## src/hw/rtl/ordered_insert_queue_unit_defines.svh

```systemverilog
// ----------------------------------------------------------------------------
// Ordered insert queue assertion macros
// Shorthand for concurrent checks clocked on clk and disabled in reset.
// ----------------------------------------------------------------------------
`ifndef ORDERED_INSERT_QUEUE_UNIT_DEFINES_SVH
`define ORDERED_INSERT_QUEUE_UNIT_DEFINES_SVH

// Consequent must hold in the same cycle as the antecedent
`define OIQ_ASSERT_SAME(lbl, ante, cons, msg) \
    lbl: assert property (@(posedge clk) disable iff (!rst_n) (ante) |-> (cons)) \
        else $error(msg);

// Consequent must hold in the cycle after the antecedent
`define OIQ_ASSERT_NEXT(lbl, ante, cons, msg) \
    lbl: assert property (@(posedge clk) disable iff (!rst_n) (ante) |=> (cons)) \
        else $error(msg);

`endif

```

## src/hw/rtl/oiq_pkg.sv

```systemverilog
// ----------------------------------------------------------------------------
// Ordered insert queue package
// Operation codes, field widths and the control bundle broadcast to the cells.
// ----------------------------------------------------------------------------
`default_nettype none

package oiq_pkg;

    // Transaction field widths
    localparam int OP_W     = 2;
    localparam int HANDLE_W = 16;
    localparam int KEY_W    = 16;
    localparam int RANK_W   = 8;
    localparam int OCC_W    = 5;

    // Input tdata layout, lowest field first
    localparam int IN_OP_LSB     = 0;
    localparam int IN_HANDLE_LSB = IN_OP_LSB + OP_W;
    localparam int IN_KEY_LSB    = IN_HANDLE_LSB + HANDLE_W;
    localparam int IN_RANK_LSB   = IN_KEY_LSB + KEY_W;
    localparam int IN_TDATA_W    = 48;

    localparam int OUT_TDATA_W   = 48;

    typedef enum logic [OP_W-1:0] {
        OP_APPEND   = 2'd0,
        OP_INS_KEY  = 2'd1,
        OP_INS_RANK = 2'd2,
        OP_POP      = 2'd3
    } oiq_op_t;

    // Broadcast control to every cell of the chain
    typedef struct packed {
        logic cmp_en;   // register the compare against the incoming entry
        logic by_rank;  // compare on rank rather than key
        logic ins_en;   // shift towards the tail and place the new entry
        logic pop_en;   // shift towards the head
    } oiq_cell_ctrl_t;

endpackage

`default_nettype wire

```

## src/hw/rtl/oiq_cell.sv

```systemverilog
// ----------------------------------------------------------------------------
// Ordered insert queue cell
// One slot of the queue: holds an entry, compares it against the incoming
// entry and takes data from its left or right neighbour on a shift.
// ----------------------------------------------------------------------------
`default_nettype none

module oiq_cell #(
    parameter int KEY_BITS  = 16,
    parameter int RANK_BITS = 8
) (
    input  wire logic                            clk,
    input  wire oiq_pkg::oiq_cell_ctrl_t         ctrl,
    input  wire logic [KEY_BITS-1:0]             cmp_key,
    input  wire logic [RANK_BITS-1:0]            cmp_rank,
    input  wire logic [oiq_pkg::HANDLE_W-1:0]    new_handle,
    input  wire logic [KEY_BITS-1:0]             new_key,
    input  wire logic [RANK_BITS-1:0]            new_rank,
    input  wire logic                            ge_self,
    input  wire logic                            ge_left,
    input  wire logic [oiq_pkg::HANDLE_W-1:0]    left_handle,
    input  wire logic [KEY_BITS-1:0]             left_key,
    input  wire logic [RANK_BITS-1:0]            left_rank,
    input  wire logic [oiq_pkg::HANDLE_W-1:0]    right_handle,
    input  wire logic [KEY_BITS-1:0]             right_key,
    input  wire logic [RANK_BITS-1:0]            right_rank,
    output logic      [oiq_pkg::HANDLE_W-1:0]    handle,
    output logic      [KEY_BITS-1:0]             key,
    output logic      [RANK_BITS-1:0]            rank,
    output logic                                 match
);
    import oiq_pkg::*;

    logic [HANDLE_W-1:0]  handle_reg, handle_next;
    logic [KEY_BITS-1:0]  key_reg, key_next;
    logic [RANK_BITS-1:0] rank_reg, rank_next;
    logic                 match_reg, match_next;

    // Compare on accept, shift on apply
    always_comb
    begin
        handle_next = handle_reg;
        key_next    = key_reg;
        rank_next   = rank_reg;
        match_next  = match_reg;
        if (ctrl.cmp_en)
        begin
            match_next = ctrl.by_rank ? (cmp_rank > rank_reg) : (cmp_key <= key_reg);
        end
        if (ctrl.ins_en && ge_self)
        begin
            // at or behind the insert point: new entry here, or the left one
            if (ge_left)
            begin
                handle_next = left_handle;
                key_next    = left_key;
                rank_next   = left_rank;
            end
            else
            begin
                handle_next = new_handle;
                key_next    = new_key;
                rank_next   = new_rank;
            end
        end
        else if (ctrl.pop_en)
        begin
            handle_next = right_handle;
            key_next    = right_key;
            rank_next   = right_rank;
        end
    end

    // Slot contents carry no reset
    always_ff @(posedge clk)
    begin
        handle_reg <= handle_next;
        key_reg    <= key_next;
        rank_reg   <= rank_next;
        match_reg  <= match_next;
    end

    assign handle = handle_reg;
    assign key    = key_reg;
    assign rank   = rank_reg;
    assign match  = match_reg;

endmodule

`default_nettype wire

```

## src/hw/rtl/oiq_locate.sv

```systemverilog
// ----------------------------------------------------------------------------
// Ordered insert queue position finder
// Turns the per-cell compare bits into a mask of the cells at or behind the
// insert point, using a borrow chain to find the first match.
// ----------------------------------------------------------------------------
`default_nettype none

module oiq_locate #(
    parameter int DEPTH = 16
) (
    input  wire logic [DEPTH-1:0]            match,
    input  wire logic [$clog2(DEPTH+1)-1:0]  fill,
    input  wire logic                        append,
    output logic      [DEPTH-1:0]            ge
);
    import oiq_pkg::*;

    localparam int CNT_W = $clog2(DEPTH+1);

    logic [DEPTH-1:0] occ;
    logic [DEPTH-1:0] tail;
    logic [DEPTH-1:0] hit;
    logic [DEPTH-1:0] below;
    logic             tail_miss;

    // Occupied slots and the tail slot, as seen from the fill count
    for (genvar i = 0; i < DEPTH; i++)
    begin : g_occ
        assign occ[i]  = fill > CNT_W'(i);
        assign tail[i] = fill == CNT_W'(i + 1);
    end

    // Tail fails the compare: entry goes behind the tail
    assign tail_miss = |(tail & ~match);

    // Ones strictly below the first occupied match
    assign hit   = match & occ;
    assign below = (hit - DEPTH'(1)) & ~hit;

    // A head match wins over a tail miss
    always_comb
    begin
        if (append || (tail_miss && !hit[0]) || (hit == '0))
        begin
            ge = ~occ;
        end
        else
        begin
            ge = ~below;
        end
    end

endmodule

`default_nettype wire

```

## src/hw/rtl/ordered_insert_queue_unit.sv

```systemverilog
// ----------------------------------------------------------------------------
// Ordered insert queue unit
// Bounded queue of handle/key/rank entries held in a chain of cells, with
// append, ordered insert by key or rank, and pop of the head.
//
//   Channel   Dir   Handshake            Content
//   s_*       in    s_tvalid/s_tready    op, item_handle, item_key, item_rank
//   m_*       out   m_tvalid/m_tready    popped entry, flags, occupancy
//
// An operation has an accept step and an apply step: every cell compares the
// incoming entry with its own in the accept cycle, and the apply cycle finds
// the insert point from the registered compare bits and shifts the whole chain at once.
// The apply cycle waits while the output register holds an untaken result.
// Reset empties the queue; slot contents are not cleared.
// ----------------------------------------------------------------------------
`default_nettype none

`include "ordered_insert_queue_unit_defines.svh"

module ordered_insert_queue_unit #(
    parameter int DEPTH     = 16,
    parameter int KEY_BITS  = 16,
    parameter int RANK_BITS = 8
) (
    input  wire logic                             clk,
    input  wire logic                             rst_n,
    input  wire logic                             s_tvalid,
    output logic                                  s_tready,
    // op[1:0], item_handle[17:2], item_key[33:18], item_rank[41:34], zero pad
    input  wire logic [oiq_pkg::IN_TDATA_W-1:0]   s_tdata,
    output logic                                  m_tvalid,
    input  wire logic                             m_tready,
    // out_handle[15:0], out_key[31:16], out_rank[39:32], popped[40],
    // pop_empty[41], insert_rejected[42], occupancy[47:43]
    output logic      [oiq_pkg::OUT_TDATA_W-1:0]  m_tdata
);
    import oiq_pkg::*;

    localparam int CNT_W = $clog2(DEPTH+1);

    typedef enum logic {
        ST_IDLE,
        ST_APPLY
    } state_t;

    state_t                 state_reg, state_next;
    logic [CNT_W-1:0]       fill_reg, fill_next;
    logic                   m_tvalid_reg, m_tvalid_next;
    logic [OUT_TDATA_W-1:0] m_tdata_reg, m_tdata_next;

    oiq_op_t                op_reg;
    logic [HANDLE_W-1:0]    item_handle_reg;
    logic [KEY_BITS-1:0]    item_key_reg;
    logic [RANK_BITS-1:0]   item_rank_reg;

    oiq_op_t                in_op;
    logic [HANDLE_W-1:0]    in_handle;
    logic [KEY_BITS-1:0]    in_key;
    logic [RANK_BITS-1:0]   in_rank;

    logic                   accept;
    logic                   fire;
    logic                   full;
    logic                   empty;
    logic                   do_pop;
    logic                   do_ins;
    oiq_cell_ctrl_t         ctrl;

    logic [HANDLE_W-1:0]    cell_handle [DEPTH];
    logic [KEY_BITS-1:0]    cell_key    [DEPTH];
    logic [RANK_BITS-1:0]   cell_rank   [DEPTH];
    logic [HANDLE_W-1:0]    left_handle [DEPTH];
    logic [KEY_BITS-1:0]    left_key    [DEPTH];
    logic [RANK_BITS-1:0]   left_rank   [DEPTH];
    logic [HANDLE_W-1:0]    right_handle[DEPTH];
    logic [KEY_BITS-1:0]    right_key   [DEPTH];
    logic [RANK_BITS-1:0]   right_rank  [DEPTH];
    logic [DEPTH-1:0]       match_vec;
    logic [DEPTH-1:0]       ge_vec;

    // Input field unpacking, key and rank cut to their stored width
    assign in_op     = oiq_op_t'(s_tdata[IN_HANDLE_LSB-1:IN_OP_LSB]);
    assign in_handle = s_tdata[IN_KEY_LSB-1:IN_HANDLE_LSB];
    assign in_key    = KEY_BITS'(s_tdata[IN_RANK_LSB-1:IN_KEY_LSB]);
    assign in_rank   = RANK_BITS'(s_tdata[IN_RANK_LSB+RANK_W-1:IN_RANK_LSB]);

    // Handshake and apply conditions
    assign s_tready = (state_reg == ST_IDLE);
    assign accept   = s_tvalid && s_tready;
    assign fire     = (state_reg == ST_APPLY) && (!m_tvalid_reg || m_tready);
    assign full     = (fill_reg == CNT_W'(DEPTH));
    assign empty    = (fill_reg == '0);
    assign do_pop   = fire && (op_reg == OP_POP) && !empty;
    assign do_ins   = fire && (op_reg != OP_POP) && !full;

    assign ctrl.cmp_en  = accept;
    assign ctrl.by_rank = (in_op == OP_INS_RANK);
    assign ctrl.ins_en  = do_ins;
    assign ctrl.pop_en  = do_pop;

    // Incoming entry held for the apply cycle
    always_ff @(posedge clk)
    begin
        if (accept)
        begin
            op_reg          <= in_op;
            item_handle_reg <= in_handle;
            item_key_reg    <= in_key;
            item_rank_reg   <= in_rank;
        end
    end

    // Insert point
    oiq_locate #(
        .DEPTH (DEPTH)
    ) u_locate (
        .match  (match_vec),
        .fill   (fill_reg),
        .append (op_reg == OP_APPEND),
        .ge     (ge_vec)
    );

    // Chain of cells, slot 0 is the head
    for (genvar i = 0; i < DEPTH; i++)
    begin : g_cell
        if (i == 0)
        begin : g_head
            assign left_handle[i] = '0;
            assign left_key[i]    = '0;
            assign left_rank[i]   = '0;
        end
        else
        begin : g_mid_l
            assign left_handle[i] = cell_handle[i-1];
            assign left_key[i]    = cell_key[i-1];
            assign left_rank[i]   = cell_rank[i-1];
        end
        if (i == DEPTH - 1)
        begin : g_tail
            assign right_handle[i] = '0;
            assign right_key[i]    = '0;
            assign right_rank[i]   = '0;
        end
        else
        begin : g_mid_r
            assign right_handle[i] = cell_handle[i+1];
            assign right_key[i]    = cell_key[i+1];
            assign right_rank[i]   = cell_rank[i+1];
        end

        oiq_cell #(
            .KEY_BITS  (KEY_BITS),
            .RANK_BITS (RANK_BITS)
        ) u_cell (
            .clk          (clk),
            .ctrl         (ctrl),
            .cmp_key      (in_key),
            .cmp_rank     (in_rank),
            .new_handle   (item_handle_reg),
            .new_key      (item_key_reg),
            .new_rank     (item_rank_reg),
            .ge_self      (ge_vec[i]),
            .ge_left      ((i == 0) ? 1'b0 : ge_vec[(i == 0) ? 0 : i - 1]),
            .left_handle  (left_handle[i]),
            .left_key     (left_key[i]),
            .left_rank    (left_rank[i]),
            .right_handle (right_handle[i]),
            .right_key    (right_key[i]),
            .right_rank   (right_rank[i]),
            .handle       (cell_handle[i]),
            .key          (cell_key[i]),
            .rank         (cell_rank[i]),
            .match        (match_vec[i])
        );
    end

    // Next state, fill count and result
    always_comb
    begin
        state_next    = state_reg;
        fill_next     = fill_reg;
        m_tvalid_next = m_tvalid_reg && !m_tready;
        m_tdata_next  = m_tdata_reg;
        unique case (state_reg)
            ST_IDLE:
            begin
                if (accept)
                begin
                    state_next = ST_APPLY;
                end
            end
            ST_APPLY:
            begin
                if (fire)
                begin
                    if (do_pop)
                    begin
                        fill_next = fill_reg - CNT_W'(1);
                    end
                    else if (do_ins)
                    begin
                        fill_next = fill_reg + CNT_W'(1);
                    end
                    m_tdata_next = {
                        OCC_W'(fill_next),
                        fire && (op_reg != OP_POP) && full,
                        fire && (op_reg == OP_POP) && empty,
                        do_pop,
                        do_pop ? RANK_W'(cell_rank[0]) : RANK_W'(0),
                        do_pop ? KEY_W'(cell_key[0]) : KEY_W'(0),
                        do_pop ? cell_handle[0] : HANDLE_W'(0)
                    };
                    m_tvalid_next = 1'b1;
                    state_next    = ST_IDLE;
                end
            end
            default:
            begin
                state_next = ST_IDLE;
            end
        endcase
    end

    // State and registered outputs
    always_ff @(posedge clk or negedge rst_n)
    begin
        if (!rst_n)
        begin
            state_reg    <= ST_IDLE;
            fill_reg     <= '0;
            m_tvalid_reg <= 1'b0;
            m_tdata_reg  <= '0;
        end
        else
        begin
            state_reg    <= state_next;
            fill_reg     <= fill_next;
            m_tvalid_reg <= m_tvalid_next;
            m_tdata_reg  <= m_tdata_next;
        end
    end

    assign m_tvalid = m_tvalid_reg;
    assign m_tdata  = m_tdata_reg;

    // Checks
    `OIQ_ASSERT_SAME(a_fill_bound, 1'b1, fill_reg <= CNT_W'(DEPTH), "fill count beyond depth")
    `OIQ_ASSERT_SAME(a_flags_excl, m_tvalid, $onehot0(m_tdata[OUT_TDATA_W-OCC_W-1:40]), "result flags overlap")
    `OIQ_ASSERT_NEXT(a_pop_count, do_pop, fill_reg == $past(fill_reg) - CNT_W'(1), "pop did not shrink queue")
    `OIQ_ASSERT_NEXT(a_reject_hold, fire && (op_reg != OP_POP) && full, fill_reg == CNT_W'(DEPTH), "rejected insert changed fill")

endmodule

`default_nettype wire

```

## config.mk

```make
export PLATFORM = sky130hd
export DESIGN_NAME = ordered_insert_queue_unit
export DESIGN_NICKNAME = d
export VERILOG_FILES = /design/src/hw/rtl/oiq_pkg.sv /design/src/hw/rtl/oiq_cell.sv /design/src/hw/rtl/oiq_locate.sv /design/src/hw/rtl/ordered_insert_queue_unit.sv
export VERILOG_INCLUDE_DIRS = /design/src /design/src/hw/rtl
export SDC_FILE = /design/constraint.sdc
export NUM_CORES = 2
export LEC_CHECK = 0
export ABC_AREA = 1
export BUFFER_PORTS_ARGS = -buffer_cell sky130_fd_sc_hd__buf_2
export CAP_MARGIN = 20
export CORE_UTILIZATION = 50
export DETAILED_ROUTE_END_ITERATION = 6
export GPL_TIMING_DRIVEN = 0
export PLACE_DENSITY = 0.67
export SYNTH_ARGS = -nofsm -noshare
export SYNTH_HDL_FRONTEND = slang
export SYNTH_SLANG_ARGS = --single-unit
```

## constraint.sdc

```tcl
create_clock -name clk -period 8.9 [get_ports clk]
set_input_delay 0.445 -clock clk [delete_from_list [all_inputs] [get_ports clk]]
set_output_delay 0.445 -clock clk [all_outputs]
set_load 0.01 [all_outputs]
```

Word level (Yosys, flattened, before mapping)
Cells that the tools add are included. W data, S select, Z words.

Input bits: 52. Bits in registers: 753. Output and inout port bits: 50.

Add/subtract/negate cells: 3. Magnitude comparators: 48. Equal/unequal tests: 19. Reduce and logical (&&, ||, !) cells: 55. Bitwise gates (word level): 8. Mux-type cells: 167.

Operator list (number): $mux W16 (96); $mux W8 (48); $le A16 B16 Y1 (16); $gt A8 B8 Y1 (16); $not A16 Y16 (4); $and A16 B16 Y16 (3); $eq A5 B4 Y1 const B (8); $gt A5 B4 Y1 const B (8); $reduce_bool A2 Y1 (16); $logic_and A1 B1 Y1 (26); $eq A5 B3 Y1 const B (4); $gt A5 B3 Y1 const B (4); $mux W1 (20); $logic_not A16 Y1 (1); $reduce_or A16 Y1 (1); $sub A16 B1 Y16 const B (1); $eq A5 B2 Y1 const B (2); $gt A5 B1 Y1 const B (2); $gt A5 B2 Y1 const B (2); $mux W5 (2); $add A5 B1 Y5 const B (1); $eq A5 B1 Y1 const B (1); $eq A5 B5 Y1 const B (1); $logic_not A1 Y1 (5); 9 further kinds (12).

Longest topological paths before layout
Depth after elaboration: 9. Mapped depth: 21. Depth with buffers taken out: 19.

Cells and area by module
From an unflattened synthesis, not the netlist that was laid out.

Cells, all modules: 5731. Area, all modules: 47745.8 um^2.

By module, submodules not included: oiq_cell (g_cell[0].u_cell ...) (seq. area each 1231.2 um^2, cells an instance 326, area each 2700.1 um^2, instances 15); ordered_insert_queue_unit (seq. area each 2512.4 um^2, cells an instance 293, area each 3483.3 um^2, instances 1); oiq_cell (g_cell[9].u_cell) (seq. area each 1231.2 um^2, cells an instance 327, area each 2702.6 um^2, instances 1); oiq_locate (seq. area each 0.0 um^2, cells an instance 221, area each 1058.5 um^2, instances 1).

Worst setup path after synthesis
Ideal clock, no wire load.

Path type: reg2reg. Start: register fill_reg[0]. End: register g_cell[10].u_cell.handle_reg[0], enable pin. Setup slack: 5.196 ns. Cell stages (with the launch flop): 18. Required time: 8.502 ns. Buffers on the path: 3. Data arrival time: 3.306 ns. Period minus slack after synthesis: 3.704 ns. Cells stage by stage: dfrtp_1 > ha_1 > nand2_1 > nor2_1 > ha_1 > inv_1 > or2_2 > nand3_1 > nor2_1 > nand3_1 > nand2_1 > nand3_2 > buf_6 > buf_6 > nand2_1 > nand3_2 > buf_2 > nand2_1.

Cells in the longest elaborated chain, start to end: 9.

Ends and longest elaborated chain: start, declared (line ordered_insert_queue_unit.sv:47) `logic [CNT_W-1:0] fill_reg, fill_next;`; start signal, assigned (line ordered_insert_queue_unit.sv:237) `fill_reg <= fill_next;`; parallel branches: the longest is 8 deep, another holds $sub A16 B1 Y16; $reduce_bool A2 Y1 (no source line) *; end signal, assigned (line oiq_cell.sv:77) `handle_reg <= handle_next;`; end, declared (line oiq_cell.sv:34) `logic [HANDLE_W-1:0] handle_reg, handle_next;`.

Every way passes the cells marked *. A chain may end at the register's enable or synchronous reset.

Final worst setup path
Start: register fill_reg[1]. End: register g_cell[0].u_cell.handle_reg[0], enable pin.

Cells in the longest elaborated chain, start to end: 9.

Ends and longest elaborated chain (line): parallel branches: the longest is 8 deep, another holds $sub A16 B1 Y16; $reduce_bool A2 Y1 (no source line) *; end signal, assigned (oiq_cell.sv:77); end, declared (oiq_cell.sv:34).

Marks and branches as above.

==> results <==
- The flow ran to the end, but the final reports show violations.
- The final reports fail on design-rule violations.
- The ratio of total power to cell area is between 400 and 500 nW/um^2.
- The origin of the worst setup path is fill_reg[1].
- Setup repair after global routing left no endpoint under its margin.
- For the worst setup path, the data arrival time is ~5.1 ns.
- The congestion estimate from routability-driven global placement came to 1.00.
- The number of different library cells in the post-synthesis netlist is 50.
- After the last flow step, the layout net total stands at slightly above 7000.
- The achievable frequency is around 210 MHz.
- The transition time of the tightest slew-check pin is between 1 and 1.5 ns.
- The number of buffer cells added on primary ports is 95.
- The worst setup path is captured at a register.
- Setup violations remaining at the end of the flow were counted as 0.
- Compared with the post-synthesis result, the final layout area differs by 10.9%.
- The die outline height is 320 um.
- The multi-input combinational cells in the finished layout cover a total of roughly 25000 um^2.
- The startpoint identified for the worst hold timing path is s_tvalid.
- The layout has approximately 9500 filler cells.
- The number of buffers inserted during clock tree synthesis is 89.
- The average instance area after synthesis is approximately 7.7 um^2.
- Measured against its own limit, the worst slew margin works out to 18.1%.
- After synthesis, the share of flip-flops with an asynchronous set or reset is under 10%.
- When the netlist entered floorplanning its net count stood at 7018.
- The first detailed-routing pass ran for 7 iterations.
- Registers take about 22000 um^2.
- The longest clock path from root to sink contains 3 buffers.
- On the final layout, the worst hold slack is between 0.06 and 0.07 ns.
- On the worst path, the slowest cell contributes a delay of between 0.6 and 0.7 ns.
- The via density per instance is 5.63.
- The fraction of the cycle the final worst path needs is around 55%.
- After synthesis the cells add up to ~50000 um^2.
- The worst setup path is of the register to register kind.
- The post-CTS resize count is 0.
- The initial utilization of the core area, before any placement, comes to 50.5%.
- The H-tree was split into 3 levels.
- Among cell families on the critical path, the largest total delay comes from simple AND/OR/NAND/NOR gates.
- The floorplan step set the die width to roughly 320 um.
- For this design the top-level I/O count stands at ~100.
- The slowest library cell on the worst path is sky130_fd_sc_hd__nand3_1.
- Once detail routing completed, the nets flagged for antenna violations numbered 0.
- The number of antenna violations at the first check in global routing came to 0.
- Prior to clock tree synthesis, the placed netlist has a worst setup slack of roughly 4.0 ns.
- Cells with a size suffix above 1 make up just over 7% of the layout.
- At the worst endpoint, the required time is 9.10 ns.
- The number of clock sinks is between 700 and 800.
- The critical path startpoint category is a register.
- In this run the standard cell core region covers around 100000 um^2.
- The final critical path time including I/O delays and setup is between 4 and 5 ns.
- After technology mapping, the gate count stands at 6576.
- After routing, the total negative slack on setup checks comes to 0 ns.
- The number of buffers and inverters on the critical path is 3.
- The clock tree skew after final layout is between 0.02 and 0.025 ns.
- The sequential cell area fraction in the yosys report is between 40% and 50%.
- The violation count after the first detailed-routing iteration is 5842.
- Across the VDD grid, the largest voltage drop is approximately 0.22 mV.
- Once placement finished, the instance area stood at 53200 um^2.
- The worst-skew pair later-pin latency is approximately 0.7 ns.
- Global routing used 34.6% of the available tracks across all layers.
- The routed layout has ~46000 vias.
- Entering global routing, the biggest net connects approximately 40 pins.
- The cell type with the highest occurrence count on the critical path is sky130_fd_sc_hd__nand2_1.
- The critical path goes through buf_2 > nand3_1 > o21ai_1 > nand2_1 > nand2_1 > nor2_4 > nand2_1 > inv_2 > nand2_4 > nand4_1 > nand3_1 > clkbuf_1 > nand2_2.
- The critical register-to-register path startpoint is fill_reg[1].
- The number of hold violations in the final report is 0.
- The tightest min-delay check is of the input port to register type.
- The CTS tree is done.
- The first global-routing pass estimated between 200 and 300 mm of wire.
- The half-perimeter wire length after placement is 145 mm.
- The number of synthesized register bits is ~750.
- In the synthesized netlist the dominant register cell turns out to be sky130_fd_sc_hd__edfxtp_1.
- The total power draw is 26.6 mW.
- After clock tree synthesis, the clock-pin slew on the worst setup and hold paths is around 0.06 ns.
- For this design the static power due to leakage is ~28 nW.
- The overflow left after global routing is 0.
- The finished cells cover around 56000 um^2.
- The largest fanout of any net on the critical path is 40.
- The number of pins with negative max-slew slack in the final report is 0.
- The root buffer cell is sky130_fd_sc_hd__clkbuf_16.
- Dividing the detail-routed wire length by the instance count gives between 20 and 25 um.
- The worst path meets setup with roughly 4.0 ns of slack.
- Counting flops with a built-in enable in the synthesized netlist gives between 600 and 700.
- The remaining design rule violation count is 13.
- The via count of the first global-routing pass came to around 44000.
- Across the run, the number of max-cap violations was 0.
- Yosys printed 0 warnings.
- The floorplan has ~120 rows.
- The die covers ~100000 um^2.
- The routed wire length is between 150 and 200 mm.
## power breakdown
| part | internal, mW | total, mW | switching [mW] |
|---|---|---|---|
| clock network | 1.98 | 3.56 | 1.58 |
| logic | 4.64 | 14.8 | 10.1 |
| registers | 6.88 | 8.30 | 1.42 |
| total | 13.5 | 26.6 | 13.1 |
## cell type report
type | count | share of cell area [%]
multi-input cells | 4870 | 43.7
clock buffers | 112 | 4.17
diodes | 1 | 0.00445
repair buffers | 135 | 1.86
well taps | 1357 | 3.02
clock inverters | 44 | 0.684
inverters | 537 | 3.60
flip-flops and latches | 748 | 39.5
plain buffers | 421 | 3.44
## placed cells by master (no fill, tap or decap), types with 3 or more instances in the layout
master                          synthesis  final
sky130_fd_sc_hd__inv_1                516    516
sky130_fd_sc_hd__clkbuf_16              0     89
sky130_fd_sc_hd__o211ai_1               5      5
sky130_fd_sc_hd__clkinv_1               1     21
sky130_fd_sc_hd__a21oi_1              194    194
sky130_fd_sc_hd__o21ai_0              114    114
sky130_fd_sc_hd__o21ai_1               42     42
sky130_fd_sc_hd__or2_2                  3      3
sky130_fd_sc_hd__nor2_4                 4      5
sky130_fd_sc_hd__buf_2                166    261
sky130_fd_sc_hd__nand3_2                7      7
sky130_fd_sc_hd__a311o_1                6      6
sky130_fd_sc_hd__buf_12                 0     16
sky130_fd_sc_hd__buf_4                 32     32
sky130_fd_sc_hd__buf_6                  3      3
sky130_fd_sc_hd__ha_1                 390    390
sky130_fd_sc_hd__nand3b_1              25     25
sky130_fd_sc_hd__clkbuf_1             160    180
sky130_fd_sc_hd__a211oi_1               3      3
sky130_fd_sc_hd__o21a_1                16     16
sky130_fd_sc_hd__buf_1                 60     60
sky130_fd_sc_hd__clkbuf_8               0      3
sky130_fd_sc_hd__bufinv_16              0      4
sky130_fd_sc_hd__o2111ai_1              7      7
sky130_fd_sc_hd__nand4_1               53     53
sky130_fd_sc_hd__nor3_1                40     40
sky130_fd_sc_hd__inv_16                 0      3
sky130_fd_sc_hd__nor2_2                 3      3
sky130_fd_sc_hd__dlygate4sd3_1          0     22
sky130_fd_sc_hd__nand2_2                4     19
sky130_fd_sc_hd__a22o_1                18     18
sky130_fd_sc_hd__dfrtp_1               50     50
sky130_fd_sc_hd__inv_2                 19     19
sky130_fd_sc_hd__edfxtp_1             698    698
sky130_fd_sc_hd__clkinv_2               0     13
sky130_fd_sc_hd__nor2_1               162    161
sky130_fd_sc_hd__nand3_1             1254   1254
sky130_fd_sc_hd__nand2_1             2485   2470
sky130_fd_sc_hd__o221ai_1              16     16
## cells by family after synthesis
logic type | count (synthesis) | share of synthesized area [%]
AND/OR/NAND/NOR | 4044 | 33.8
buffers and inverters | 958 | 7.80
flip-flops | 748 | 43.8
AO/OA/AOI/OAI | 434 | 4.86
adder cells (fa/ha/maj) | 390 | 9.63
XOR/XNOR | 2 | 0.0346
## worst reg2reg max path, delay by kind of cell, from the launching register on
family / cells / cell delay (ns)
AOI/OAI and AO/OA: 1 / 0.43
buffers and inverters: 3 / 0.70
DFF: 1 / 0.42
and+or+nand+nor: 9 / 2.77
## cells in the mapped netlist (all sizes together) (3+ instances only)
cell type     n  area share [%]
nor3         40            0.40
o21a         16            0.24
dfrtp        50             2.5
or2           3           0.037
o221ai       16            0.28
inv         535             4.0
o21ai       156             1.5
clkbuf      160             1.2
ha          390             9.6
nand3      1261              13
a311o         6            0.12
nand4        53            0.65
buf         261             2.6
nand3b       25            0.37
o211ai        5           0.074
a211oi        3           0.044
edfxtp      698              41
a22o         18            0.31
nor2        169             1.3
o2111ai       7            0.12
nand2      2490              18
a21oi       195             1.9
## timing repair
item | CTS | global route
hold endpoints to repair | 62 | 0
setup buffers | 0 | 0
hold buffers | 22 | 0
setup endpoints to repair | 0 | 0
## through the flow
step                      utilization, %  instances
after floorplan                        -       6576
after global placement              52.7       8028
after detailed placement            53.1       8046
after CTS                           56.0       8224
after global routing                56.0       8224
final                               56.0       8225
## final timing paths
check                           cells after the start  slack, ns                          to
worst min-delay path                                3       0.06                   state_reg
worst min register to register                      2       0.47                 m_tdata[19]
max in group asynchronous                           3       8.18                  m_tdata[1]
worst max-delay path                               13       4.04  g_cell[0].u_cell.handle[0]
worst max register to register                     13       4.04  g_cell[0].u_cell.handle[0]
min in group asynchronous                           2       0.19                 m_tdata[35]
## metal layers
layer | global-route usage (%) | up-vias | wire, um
li1 | - | 22500 | -
met3 | 5.24 | 356 | 16800
met1 | 46.0 | 21300 | 73600
met5 | 0 | - | 0
met2 | 55.0 | 2208 | 79700
met4 | 17.4 | 0 | 9750
No activity file was read; power rests on OpenSTA's default activity.
